===== config.mk =====
export PLATFORM = sky130hd
export DESIGN_NAME = nrtm_queue
export DESIGN_NICKNAME = d
export VERILOG_FILES = /design/src/rtl/core/nrtm_pkg.sv /design/src/rtl/core/nrtm_queue.sv
export SDC_FILE = /design/constraint.sdc
export NUM_CORES = 1
export LEC_CHECK = 0
export BUFFER_PORTS_ARGS = -buffer_cell sky130_fd_sc_hd__buf_2
export CELL_PAD_IN_SITES_DETAIL_PLACEMENT = 1
export CELL_PAD_IN_SITES_GLOBAL_PLACEMENT = 1
export CORE_MARGIN = 1.5
export CORE_UTILIZATION = 47
export DETAILED_ROUTE_END_ITERATION = 12
export PLACE_DENSITY_LB_ADDON = 0.1
export SYNTH_ARGS = -nofsm -noshare
export SYNTH_HDL_FRONTEND = slang
export SYNTH_SLANG_ARGS = --single-unit
export TNS_END_PERCENT = 20

===== constraint.sdc =====
create_clock -name clock -period 6.1 [get_ports clock]
set_clock_uncertainty 0.1 [all_clocks]
set_input_delay 0.915 -clock clock [delete_from_list [all_inputs] [get_ports clock]]
set_output_delay 0.915 -clock clock [all_outputs]
set_load 0.005 [all_outputs]

===== src/rtl/core/nrtm_pkg.sv =====
// Shared constants, codes and types of the nested range trace matcher.
`default_nettype none

package nrtm_pkg;

   localparam int RANGE_TYPES = 8;
   localparam int STACK_DEPTH = 16;
   localparam int EVENT_KINDS = 16;
   localparam int TIME_BITS   = 48;
   localparam int QUEUE_DEPTH = 2;

   localparam int GAP_W      = 16;
   localparam logic [GAP_W-1:0] GAP_DEFAULT = 16'd150;

   localparam int ACTION_W   = 2;
   localparam int EVENT_W    = 4;
   localparam int RANGE_W    = 4;
   localparam int KIND_W     = 3;
   localparam int DUR_W      = TIME_BITS + 1;
   localparam int TYPE_W     = (RANGE_TYPES > 1) ? $clog2(RANGE_TYPES) : 1;
   localparam int DEPTH_W    = $clog2(STACK_DEPTH + 1);
   localparam int MEM_DEPTH  = RANGE_TYPES * STACK_DEPTH;
   localparam int ADDR_W     = (MEM_DEPTH > 1) ? $clog2(MEM_DEPTH) : 1;
   localparam int QPTR_W     = (QUEUE_DEPTH > 1) ? $clog2(QUEUE_DEPTH) : 1;
   localparam int QCNT_W     = $clog2(QUEUE_DEPTH + 1);

   localparam logic [EVENT_W-1:0] EV_TRACE_START = 4'd0;
   localparam logic [EVENT_W-1:0] EV_TRACE_END   = 4'd1;

   typedef enum logic [ACTION_W-1:0] {
      ACT_POINT       = 2'd0,
      ACT_COMPLETE    = 2'd1,
      ACT_RANGE_START = 2'd2,
      ACT_RANGE_END   = 2'd3
   } action_type;

   typedef enum logic [KIND_W-1:0] {
      RK_GAP      = 3'd0,
      RK_STARTED  = 3'd1,
      RK_FINISHED = 3'd2,
      RK_EVENT    = 3'd3,
      RK_COMPLETE = 3'd4,
      RK_RANGE    = 3'd5,
      RK_OVERFLOW = 3'd6
   } result_kind_type;

   typedef enum logic [2:0] {
      OP_NONE        = 3'd0,
      OP_TRACE_START = 3'd1,
      OP_TRACE_END   = 3'd2,
      OP_EVENT       = 3'd3,
      OP_COMPLETE    = 3'd4,
      OP_PUSH        = 3'd5,
      OP_POP         = 3'd6
   } op_type;

   typedef struct packed {
      op_type               op;
      logic [TIME_BITS-1:0] stamp;
      logic [EVENT_W-1:0]   event_kind;
      logic [RANGE_W-1:0]   range_type;
   } cmd_type;

endpackage

`default_nettype wire


===== src/rtl/core/nrtm_queue.sv =====
// Short command queue between the front end and the back end.
`default_nettype none

module nrtm_queue (
   input  wire logic              clock,
   input  wire logic              reset,
   input  wire logic              push_valid,
   input  wire nrtm_pkg::cmd_type push_cmd,
   output logic                   full,
   input  wire logic              pop,
   output logic                   head_valid,
   output nrtm_pkg::cmd_type      head
);

   localparam logic [nrtm_pkg::QPTR_W-1:0] LAST_PTR =
      nrtm_pkg::QPTR_W'(nrtm_pkg::QUEUE_DEPTH - 1);
   localparam logic [nrtm_pkg::QCNT_W-1:0] FULL_CNT =
      nrtm_pkg::QCNT_W'(nrtm_pkg::QUEUE_DEPTH);

   nrtm_pkg::cmd_type              entry_ff [nrtm_pkg::QUEUE_DEPTH];
   logic [nrtm_pkg::QPTR_W-1:0]    wr_ptr_ff, wr_ptr_in;
   logic [nrtm_pkg::QPTR_W-1:0]    rd_ptr_ff, rd_ptr_in;
   logic [nrtm_pkg::QCNT_W-1:0]    count_ff, count_in;
   logic                           do_push;
   logic                           do_pop;

   assign full       = (count_ff == FULL_CNT);
   assign head_valid = (count_ff != '0);
   assign head       = entry_ff[rd_ptr_ff];
   assign do_push    = push_valid && !full;
   assign do_pop     = pop && head_valid;

   always_comb begin
      wr_ptr_in = wr_ptr_ff;
      rd_ptr_in = rd_ptr_ff;
      count_in  = count_ff;
      if (do_push) begin
         wr_ptr_in = (wr_ptr_ff == LAST_PTR) ? '0 : wr_ptr_ff + 1'b1;
      end
      if (do_pop) begin
         rd_ptr_in = (rd_ptr_ff == LAST_PTR) ? '0 : rd_ptr_ff + 1'b1;
      end
      if (do_push && !do_pop) begin
         count_in = count_ff + 1'b1;
      end else if (do_pop && !do_push) begin
         count_in = count_ff - 1'b1;
      end
   end

   always_ff @(posedge clock) begin
      if (reset) begin
         wr_ptr_ff <= '0;
         rd_ptr_ff <= '0;
         count_ff  <= '0;
      end else begin
         wr_ptr_ff <= wr_ptr_in;
         rd_ptr_ff <= rd_ptr_in;
         count_ff  <= count_in;
      end
   end

   always_ff @(posedge clock) begin
      if (do_push) begin
         entry_ff[wr_ptr_ff] <= push_cmd;
      end
   end

endmodule

`default_nettype wire


* Word level (Yosys, flattened, before mapping) *
Memory sizes are Yosys's and may differ from the RTL's. A register that Yosys moved wholly into a read port is not among the register bits.
Index checks and enable logic that the tools add are counted.

word-level totals
  bits in registers = 4
  bits in latches = 0
  memory bits (writable) = 118
  memory bits (read-only) = 0
  input bits = 63
  output and inout bits = 61
  logic and storage cells = 26
  memories = 1

cells by class
  $add $sub $neg = 4
  multiply operators = 0
  divide/modulo/power cells = 0
  $lt $le $gt $ge = 0
  equal/unequal tests = 1
  shift-type cells = 0
  mux-type cells = 8
  bitwise operators = 0
  reductions and logical operators = 9

memory list
  memory    depth  width  read ports  clocked after Yosys merged registers in  wr ports  line              RTL
  entry_ff  2      59     1           1                                        1         nrtm_queue.sv:20  nrtm_pkg::cmd_type entry_ff [nrtm_pkg::QUEUE_DEPTH];

operators with widths
  operator               count
  $mux W1                6
  $logic_and A1 B1 Y1    4
  $mux W2                2
  $reduce_bool A2 Y1     2
  $logic_not A1 Y1       3
  $add A1 B1 Y1 const B  2
  $add A2 B1 Y2 const B  1
  $eq A2 B2 Y1 const B   1
  $sub A2 B1 Y2 const B  1

* Depth between registers and ports, before layout *
Gate-level depths: netlist (run 1).

  depth in word-level cells = 7
  gate-level depth with buffers = 6

* Worst setup path before layout (run 1) *
Ideal clock, no wire load.

  path type = input -> register
  from = input push_valid
  to = memory entry_ff[1][0] in the netlist's numbering, enable pin
  arrival time = 2.493 ns
  data required time = 5.577 ns
  setup slack = 3.084 ns
  stages on the path = 3
  buffers on the path = 0
  cells stage by stage = inv_1 -> nor2_1 -> and2_1

on the way
  longest elaborated chain between the ends = 3

ends and longest elaborated chain
  item                           line              RTL
  from (decl)                    nrtm_queue.sv:7   input wire logic push_valid,
  $logic_and A1 B1 Y1            nrtm_queue.sv:30  assign do_push = push_valid && !full;
  $mux W1                        nrtm_queue.sv:63  if (do_push) begin
  $mux W1 (implied by the code)  nrtm_queue.sv:64  entry_ff[wr_ptr_ff] <= push_cmd;
  to (decl)                      nrtm_queue.sv:20

No other way between the ends.

==> impl_metrics.ini, run 1 <==
[outcome]
status = finished clean

[timing]
timing.fmax_mhz = 297.6
setup_viol = 0
rsz0062_at_grt = false
fin_tns_setup_ps = 0
relSlewSlack_pct = 52.50
fin_crit_sh_pct = 55.09
fin_ws_ps = 2740
finalCriticalPeriod_ps = 3360
final_hold_viol_count = 0
slew_violations = 0
tightestPinTransition_ps = 712.5

[worst_setup_path]
crit_required_ps = 5080
worst_setup_path_end_kind = primary output
cp_max_fo = 32
r2r_start = count_ff[1]$_SDFFE_PP0P_
crit_type = reg2out
arrival_ps = 2350
reg2reg_to = entry_ff[0][49]$_DFFE_PP_
critPathLaunchType = flip-flop
rr_worst_depth = 4
crit_path_max_incr_delay_ps = 760
critPathTopFamily = flip-flops
endpoint = head[48]
crit_buf_inv = 2
reg2reg_slack_ps = 3930
critPathSlowestCell = dfxtp_2
path_cells = buf_4 > mux2_2 > buf_2
critical_path_depth = 3

[clock_tree]
clock_path_buffers = 2
clock_latency_ps = 490
cts_tree = built
htree_levels = 4
ctsResizeCount = 0
cts_root_buf = clkbuf_8
hold_buffers = 0
cts_sinks = 123
clk_pin_slew_ps = 50
post_cts_buffers = 0
cts_buffers = 17

[synthesis]
synth_edf_count = 118
netlist_top_cells_area = edfxtp_1 (79%), mux2_2 (12%), mux2_4 (3.3%)
yosys.area.top_type = edfxtp_1
synth_cell_type_count = 17
synth_top_area_share_pct = 78.51
synth-async-reset-ratio_pct = 0
syn_nets = 273
post-synth-top-count-cell = edfxtp_1
synth-seq-cells = 123
synth_area_um2 = 4513
syn_inst = 209
synth_commonest_cells = edfxtp_1 (118), mux2_2 (49), mux2_4 (10), dfxtp_1 (5)
synth-seq-area-share_pct = 80.73
avgSynthCellArea_um2 = 21.59
synth_warnings = 0
synth_ff_type = edfxtp_1

[pwr]
pwr_density_cell_nw_per_um2 = 444.7
leakage_nw = 2.229
power.total_mw = 2.606
ir_drop_uv = 234.9

[global_routing]
antenna_found_initial = 0
grt_pass1_vias = 2472
grt_start_max_net_pins = 52
grt_usage_pct = 17.54
grt_pass1_wl_um = 12830
grt_overflow = 0

[die]
die_height_um = 101.0
die_area_um2 = 10200
floorplan.initialDensity_pct = 48.61
core_area_um2 = 9284
fp.dieW_um = 101.0
row_count = 35
num_io_pins = 124

[routing]
via_count = 2341
drtPass1Iterations = 4
drcViolationCount = 0
detail_route.vias_per_cell = 4.778
finalWirelength_um = 8494
wire_per_inst_um = 17.33
initialDrtViolationCount = 61
ant_nets = 0

[finish]
area_delta_synth_final_pct = 29.83
drive_gt1_share_pct = 60.83
num-fill-cells = 846
fin_area_um2 = 5859
final_nets = 411
stdcell_count = 490

[run]
maxCapViolations = 0

[placement]
dp_slack_ps = 3209
hpwl_um = 5468
dpl-instance-area_um2 = 5268
place.gp.congestion = 0.6869
dp.cells = 457
portBuffers = 123

[hold_path]
hold_path_class = reg2reg
[worst register-to-register path, delay by kind of cell, from the launching register on]
| family | cells | cell delay [ps] |
|---|---|---|
| DFF | 1 | 340 |
| buffers and inverters | 2 | 790 |
| and+or+nand+nor | 2 | 530 |
[how the worst min path moves through the flow]
stage | startpoint | to | slack [ps] | cells past startpoint
6_report | wr_ptr_ff$_SDFFE_PP0N_ | wr_ptr_ff$_SDFFE_PP0N_ | 400 | 2
5_1_grt | wr_ptr_ff$_SDFFE_PP0N_ | wr_ptr_ff$_SDFFE_PP0N_ | 440 | 2
3_3_place_gp | wr_ptr_ff$_SDFFE_PP0N_ | wr_ptr_ff$_SDFFE_PP0N_ | 370 | 2
3_5_place_dp | rd_ptr_ff$_SDFFE_PP0P_ | rd_ptr_ff$_SDFFE_PP0P_ | 400 | 2
4_1_cts | wr_ptr_ff$_SDFFE_PP0N_ | wr_ptr_ff$_SDFFE_PP0N_ | 410 | 2
2_1_floorplan | wr_ptr_ff$_SDFFE_PP0N_ | wr_ptr_ff$_SDFFE_PP0N_ | 350 | 2
[metrics by stage]
step | util (%) | hold WS (ps)
2_1_floorplan | - | 351.6
5_1_grt | 63.09 | 442.7
4_1_cts | 63.09 | 409.4
3_3_place_gp | 56.74 | 367.9
3_5_place_dp | 56.74 | 397.6
6_report | 63.11 | 403.6
[power by group]
group	internal [mW]	switching, mW
Combinational	0.270	0.234
Clock	0.623	0.359
Sequential	1.06	0.0564
Total	1.96	0.649
[cell type report]
class                      instances  area (um2)  share of cell area, %
tap                              129       161.4                  2.755
inverter                           2       7.507                 0.1281
antenna                            1       2.502                0.04271
timing repair buffer             126       638.1                  10.89
multi-input combinational         77       815.8                  13.92
clock buffer                      18       417.9                  7.132
sequential                       123        3645                  62.20
clock inverter                    14       171.4                  2.925
[cell usage in the layout (no fill, tap or decap)]
cell        netlist  layout
mux2_2           49      49
clkbuf_16         0      16
clkinvlp_4        0       4
clkinv_4          0       3
diode_2           0       1
clkbuf_8          0       1
and2_2            0       1
bufinv_16         0       3
or3_1             2       2
inv_2             0       1
mux2_4           10      10
dfxtp_1           5       4
ha_1              1       1
clkbuf_1          0       1
dfxtp_2           0       1
nor2_1            4       4
buf_4             0       3
buf_2             4     123
clkinv_1          0       2
or2_2             1       1
inv_1             2       1
nor2b_2           1       1
edfxtp_1        118     118
xor2_1            3       3
o21ai_0           3       3
a21oi_1           2       2
inv_6             0       2
[cell families after synthesis]
group | Yosys count | share of synthesized area (%)
compound gates | 5 | 0.5544
xor+xnor | 3 | 0.5823
fa+ha+maj | 1 | 0.2772
buf+inv | 9 | 1.220
flops | 123 | 80.73
mux | 59 | 15.55
simple gates | 9 | 1.081
[state kept, by name (all words and copies together), names as in the netlist, named ones only]
name / cells
count_ff: 2
entry_ff: 118
rd_ptr_ff: 1
wr_ptr_ff: 1
[per-layer routing]
layer / GRT usage, % / up-vias / share of wire, %
li1: - / 1100 / -
met1: 21.01 / 1159 / 42
met2: 27.96 / 75 / 51
met3: 7.906 / 7 / 6.8
met4: 6.731 / 0 / 1.0
met5: 0 / - / 0
Power figures use the tool's default switching activity.
==> inputs of run 2 (changes only) <==
--- a/config.mk
+++ b/config.mk
@@ -5,11 +5,12 @@
 export SDC_FILE = /design/constraint.sdc
 export NUM_CORES = 1
 export LEC_CHECK = 0
+export ABC_AREA = 1
 export BUFFER_PORTS_ARGS = -buffer_cell sky130_fd_sc_hd__buf_2
 export CELL_PAD_IN_SITES_DETAIL_PLACEMENT = 1
 export CELL_PAD_IN_SITES_GLOBAL_PLACEMENT = 1
 export CORE_MARGIN = 1.5
-export CORE_UTILIZATION = 47
+export CORE_UTILIZATION = 39
 export DETAILED_ROUTE_END_ITERATION = 12
 export PLACE_DENSITY_LB_ADDON = 0.1
 export SYNTH_ARGS = -nofsm -noshare
==> constraint.sdc (replaced) <==
create_clock -name clock -period 3 [get_ports clock]
set_clock_uncertainty 0.1 [all_clocks]
set_input_delay 0.45 -clock clock [delete_from_list [all_inputs] [get_ports clock]]
set_output_delay 0.45 -clock clock [all_outputs]
set_load 0.005 [all_outputs]
==> impl_metrics.ini, run 2 <==
[synthesis]
synth_top_area_share_pct = 78.00
yosys.area.top_type = edfxtp_1
syn_inst = 221
avgSynthCellArea_um2 = 20.56
synth_ff_type = edfxtp_1
synth_warnings = 0
syn_nets = 285
synth-seq-area-share_pct = 80.20
netlist_top_cells_area = edfxtp_1 (78%), mux2_2 (12%), mux2_4 (3.3%)
post-synth-top-count-cell = edfxtp_1
synth_cell_type_count = 15
synth_edf_count = 118
synth-async-reset-ratio_pct = 0
synth_commonest_cells = edfxtp_1 (118), mux2_2 (49), mux2_4 (10), inv_1 (8), nor2_1 (8)
synth-seq-cells = 123
synth_area_um2 = 4543

[clock_tree]
cts_tree = built
post_cts_buffers = 0
htree_levels = 4
clock_latency_ps = 400
hold_buffers = 0
clk_pin_slew_ps = 50
cts_buffers = 17
cts_sinks = 123
clock_path_buffers = 2
cts_root_buf = clkbuf_16
ctsResizeCount = 0

[routing]
ant_nets = 0
finalWirelength_um = 8242
initialDrtViolationCount = 79
detail_route.vias_per_cell = 4.679
wire_per_inst_um = 15.94
via_count = 2419
drtPass1Iterations = 4
drcViolationCount = 0

[pwr]
leakage_nw = 2.283
ir_drop_uv = 368.2
pwr_density_cell_nw_per_um2 = 874.8
power.total_mw = 5.189

[placement]
hpwl_um = 5315
dp_slack_ps = 906.3
portBuffers = 123
place.gp.congestion = 0.6838

[die]
floorplan.initialDensity_pct = 39.96
die_area_um2 = 12310
num_io_pins = 124
fp.dieW_um = 110.9
die_height_um = 110.9
core_area_um2 = 11370
row_count = 39

[global_routing]
grt_pass1_wl_um = 13390
grt_usage_pct = 14.57
grt_start_max_net_pins = 60
antenna_found_initial = 0
grt_pass1_vias = 2582
grt_overflow = 0

[finish]
drive_gt1_share_pct = 57.75
num-fill-cells = 1090
regMostFlops = entry_ff
largestRegisters = entry_ff (118), count_ff (2)
largest_reg_flops = 118
antenna_cells = 0
final_cell_mix = buf_2 (123), edfxtp_1 (118), mux2_2 (49)
area_delta_synth_final_pct = 30.57
layout_commonest_cell = buf_2
final_nets = 426

[timing]
fin_crit_sh_pct = 72.88
fin_ws_ps = 813.7
rsz0062_at_grt = false
tightestPinTransition_ps = 765.8
slew_violations = 0
timing.fmax_mhz = 457.4
final_hold_viol_count = 0
relSlewSlack_pct = 48.41
setup_viol = 0
finalCriticalPeriod_ps = 2186
finalHoldWorstSlack_ps = 134.5

[worst_setup_path]
arrival_ps = 1640
worst_setup_path_end_kind = primary output
crit_required_ps = 2450
cp_max_fo = 59
critPathLaunchType = flip-flop
crit_type = reg2out

[outcome]
status = finished clean

[hold_path]
hold_path_class = in2reg

[run]
maxCapViolations = 0
run 2: cell types whose count changed after synthesis, sizes merged, moves of 2 or more:
cell | before | now
nand2 | 0 | 7
inv | 2 | 8
nor2 | 4 | 8
xor2 | 3 | 0
nand3 | 0 | 2
or3 | 2 | 0
run 2: path summary, 6_finish.rpt:
kind                             from                         to  slack [ps]  depth (start not counted)
min                      push_cmd[46]  entry_ff[0][46]$_DFFE_PP_         130                          1
max                         flip-flop                   head[26]         810                          3
max reg2reg  count_ff[1]$_SDFFE_PP0P_   count_ff[1]$_SDFFE_PP0P_         990                          8
min reg2reg    rd_ptr_ff$_SDFFE_PP0P_                  flip-flop         420                          2
run 2: area by class of cell:
| type | instances | area (um2) | area share (%) |
|---|---|---|---|
| clock buffers | 21 | 440.4 | 7.425 |
| clock inverters | 10 | 125.1 | 2.109 |
| inverters | 8 | 30.03 | 0.5062 |
| multi-input cells | 83 | 827.0 | 13.94 |
| flip-flops and latches | 123 | 3645 | 61.44 |
| well taps | 143 | 178.9 | 3.016 |
| repair buffers | 129 | 685.7 | 11.56 |
run 2: through the flow:
stage	instance area (um2)	setup TNS, ps	util (%)	std cells
floorplan	4543	-76860	-	221
global placement	5366	0	47.20	486
detailed placement	5366	0	47.20	486
CTS	5932	0	52.17	517
global route	5932	0	52.17	517
finish	5932	0	52.17	517
run 2: kinds of logic (layout without fill, tap and decap cells):
logic type	count (synthesis)	after routing	share of synthesized area, %
flip-flops	123	123	80.20
multiplexers	59	59	15.45
AND/OR/NAND/NOR	18	18	1.598
buffers and inverters	15	168	1.928
AO/OA/AOI/OAI	5	5	0.5507
adder cells (fa/ha/maj)	1	1	0.2754
run 2: routing by layer:
metal | vias up | global-route usage, % | routed length (um) | share of wire, %
met4 | 0 | 6.923 | 85 | 1.0
met1 | 1200 | 16.47 | 3373 | 41
met5 | - | 0 | 0 | 0
met2 | 78 | 24.03 | 4225 | 51
met3 | 9 | 5.960 | 558 | 6.8
li1 | 1132 | - | - | -
run 2: where the power goes:
| group | switching [mW] | internal, mW |
|---|---|---|
| Clock | 0.660 | 1.29 |
| Combinational | 0.506 | 0.502 |
| Sequential | 0.0588 | 2.18 |
run 2: worst max-delay path, stage by stage, from the launching register on:
cell and delay, ps:
dfxtp_2 330, buf_12 310, mux2_2 400, buf_2 130
==> inputs of run 3 (changes only) <==
--- a/config.mk
+++ b/config.mk
@@ -5,7 +5,7 @@
 export SDC_FILE = /design/constraint.sdc
 export NUM_CORES = 1
 export LEC_CHECK = 0
-export ABC_AREA = 1
+export ABC_AREA = 0
 export BUFFER_PORTS_ARGS = -buffer_cell sky130_fd_sc_hd__buf_2
 export CELL_PAD_IN_SITES_DETAIL_PLACEMENT = 1
 export CELL_PAD_IN_SITES_GLOBAL_PLACEMENT = 1
==> constraint.sdc (replaced) <==
create_clock -name clock -period 1.86 [get_ports clock]
set_clock_uncertainty 0.1 [all_clocks]
set_input_delay 0.279 -clock clock [delete_from_list [all_inputs] [get_ports clock]]
set_output_delay 0.279 -clock clock [all_outputs]
set_load 0.005 [all_outputs]
==> impl_metrics.ini, run 3 (synthesis results as in run 1) <==
[timing]
setup_viol = 6
fin_crit_sh_pct = 100.9
finalCriticalPeriod_ps = 1876
fin_tns_setup_ps = -32.15
relSlewSlack_pct = 73.01
slew_violations = 0
final_hold_viol_count = 0
timing.fmax_mhz = 533.1
tightestPinTransition_ps = 400.6
finalHoldWorstSlack_ps = 181.3
fin_ws_ps = -15.88
rsz0062_at_grt = true

[clock_tree]
cts_root_buf = clkbuf_16
htree_levels = 4
clk_pin_slew_ps = 50
clock_latency_ps = 400
post_cts_buffers = 0
cts_buffers = 17
clock_path_buffers = 2
cts_sinks = 123
cts_tree = built

[routing]
via_count = 2575
ant_nets = 0
wire_per_inst_um = 16.39
finalWirelength_um = 9262
drtPass1Iterations = 4
detail_route.vias_per_cell = 4.558
drcViolationCount = 0
initialDrtViolationCount = 61

[pwr]
pwr_density_cell_nw_per_um2 = 1300
leakage_nw = 2.543
ir_drop_uv = 704.1

[worst_setup_path]
path_cells = buf_12 > mux2_2 > buf_2
arrival_ps = 1500
reg2reg_slack_ps = 120
cp_max_fo = 32
crit_path_max_incr_delay_ps = 370
crit_required_ps = 1480
crit_type = reg2out
worst_setup_path_end_kind = primary output
r2r_start = count_ff[0]$_SDFFE_PP0P_
reg2reg_to = count_ff[1]$_SDFFE_PP0P_
critPathLaunchType = flip-flop
rr_worst_depth = 4
critPathSlowestCell = dfxtp_4

[finish]
final_nets = 474
fin_util_pct = 58.12
layout_commonest_cell = edfxtp_1
regMostFlops = entry_ff
num-fill-cells = 1053
largest_reg_flops = 118
area_delta_synth_final_pct = 46.41
largestRegisters = entry_ff (118), count_ff (2)
antenna_cells = 0
drive_gt1_share_pct = 52.61
final_cell_mix = edfxtp_1 (118), buf_2 (112), dlygate4sd3_1 (60)

[die]
die_area_um2 = 12230
fp.dieW_um = 110.6
core_area_um2 = 11370
row_count = 39
num_io_pins = 124
floorplan.initialDensity_pct = 39.69
die_height_um = 110.6

[outcome]
status = finished with violations
violations = negative setup slack

[global_routing]
grt_overflow = 0
antenna_found_initial = 0
grt_pass1_vias = 2898
grt_pass1_wl_um = 15010
grt_usage_pct = 16.32
grt_start_max_net_pins = 33

[hold_path]
whs_endpoint = wr_ptr_ff$_SDFFE_PP0N_
min_from = push_valid
hold_path_class = in2reg
holdPathStages = 4

[placement]
dp_slack_ps = 102.0
portBuffers = 123
hpwl_um = 5706
place.gp.congestion = 0.7019

[run]
maxCapViolations = 0
[run 3: final cells by class]
class                   count  area [um2]  area share [%]
multi-input cells          77       844.6           12.78
inverters                   2       11.26          0.1704
well taps                 143       178.9           2.708
flip-flops and latches    123        3650           55.24
clock inverters            10       77.57           1.174
repair buffers            189        1405           21.26
clock buffers              21       440.4           6.665
[run 3: how the worst max path moves through the flow]
stage	from	endpoint	slack (ps)	depth (start not counted)
after floorplan	count_ff[1]$_SDFFE_PP0P_	entry_ff[0][0]$_DFFE_PP_	-90	3
after global placement	count_ff[1]$_SDFFE_PP0P_	entry_ff[0][55]$_DFFE_PP_	270	4
after detailed placement	count_ff[0]$_SDFFE_PP0P_	count_ff[1]$_SDFFE_PP0P_	100	4
after CTS	flip-flop	head[11]	-50	3
after global routing	flip-flop	head[11]	-70	3
final	flip-flop	head[11]	-20	3
[run 3: routing by layer]
metal	vias up	track usage [%]	routed length, um
met5	-	0	0
met4	0	6.325	72
met3	8	5.982	485
met2	72	28.23	4872
met1	1269	18.35	3831
li1	1226	-	-
[run 3: timing repair]
action                                  CTS  global route
resized for setup                         2            15
endpoints found under the setup margin   49            55
cloned                                    0             0
hold endpoints to repair                121             0
hold buffers                             60             0
[run 3: power breakdown]
part / total [mW] / switching, mW / leakage [nW] / internal, mW
sequential: 3.61 / 0.114 / 1.14 / 3.49
clock: 2.87 / 1.06 / 0.261 / 1.80
combinational: 2.12 / 0.921 / 1.14 / 1.20
total: 8.59 / 2.10 / 2.54 / 6.49
[run 3: worst max-delay path: cells and delay by family, from the launching register on]
kind | cells | cell delay, ps
flip-flops | 1 | 370
multiplexers | 1 | 370
buffers and inverters | 2 | 340
[run 3: metrics by stage]
stage	instance area, um2	std cells	total power, mW
floorplan	4531	209	4.740
global placement	5399	474	5.545
detailed placement	5399	474	5.588
CTS	6524	565	8.605
global route	6608	565	9.025
finish	6608	565	8.591
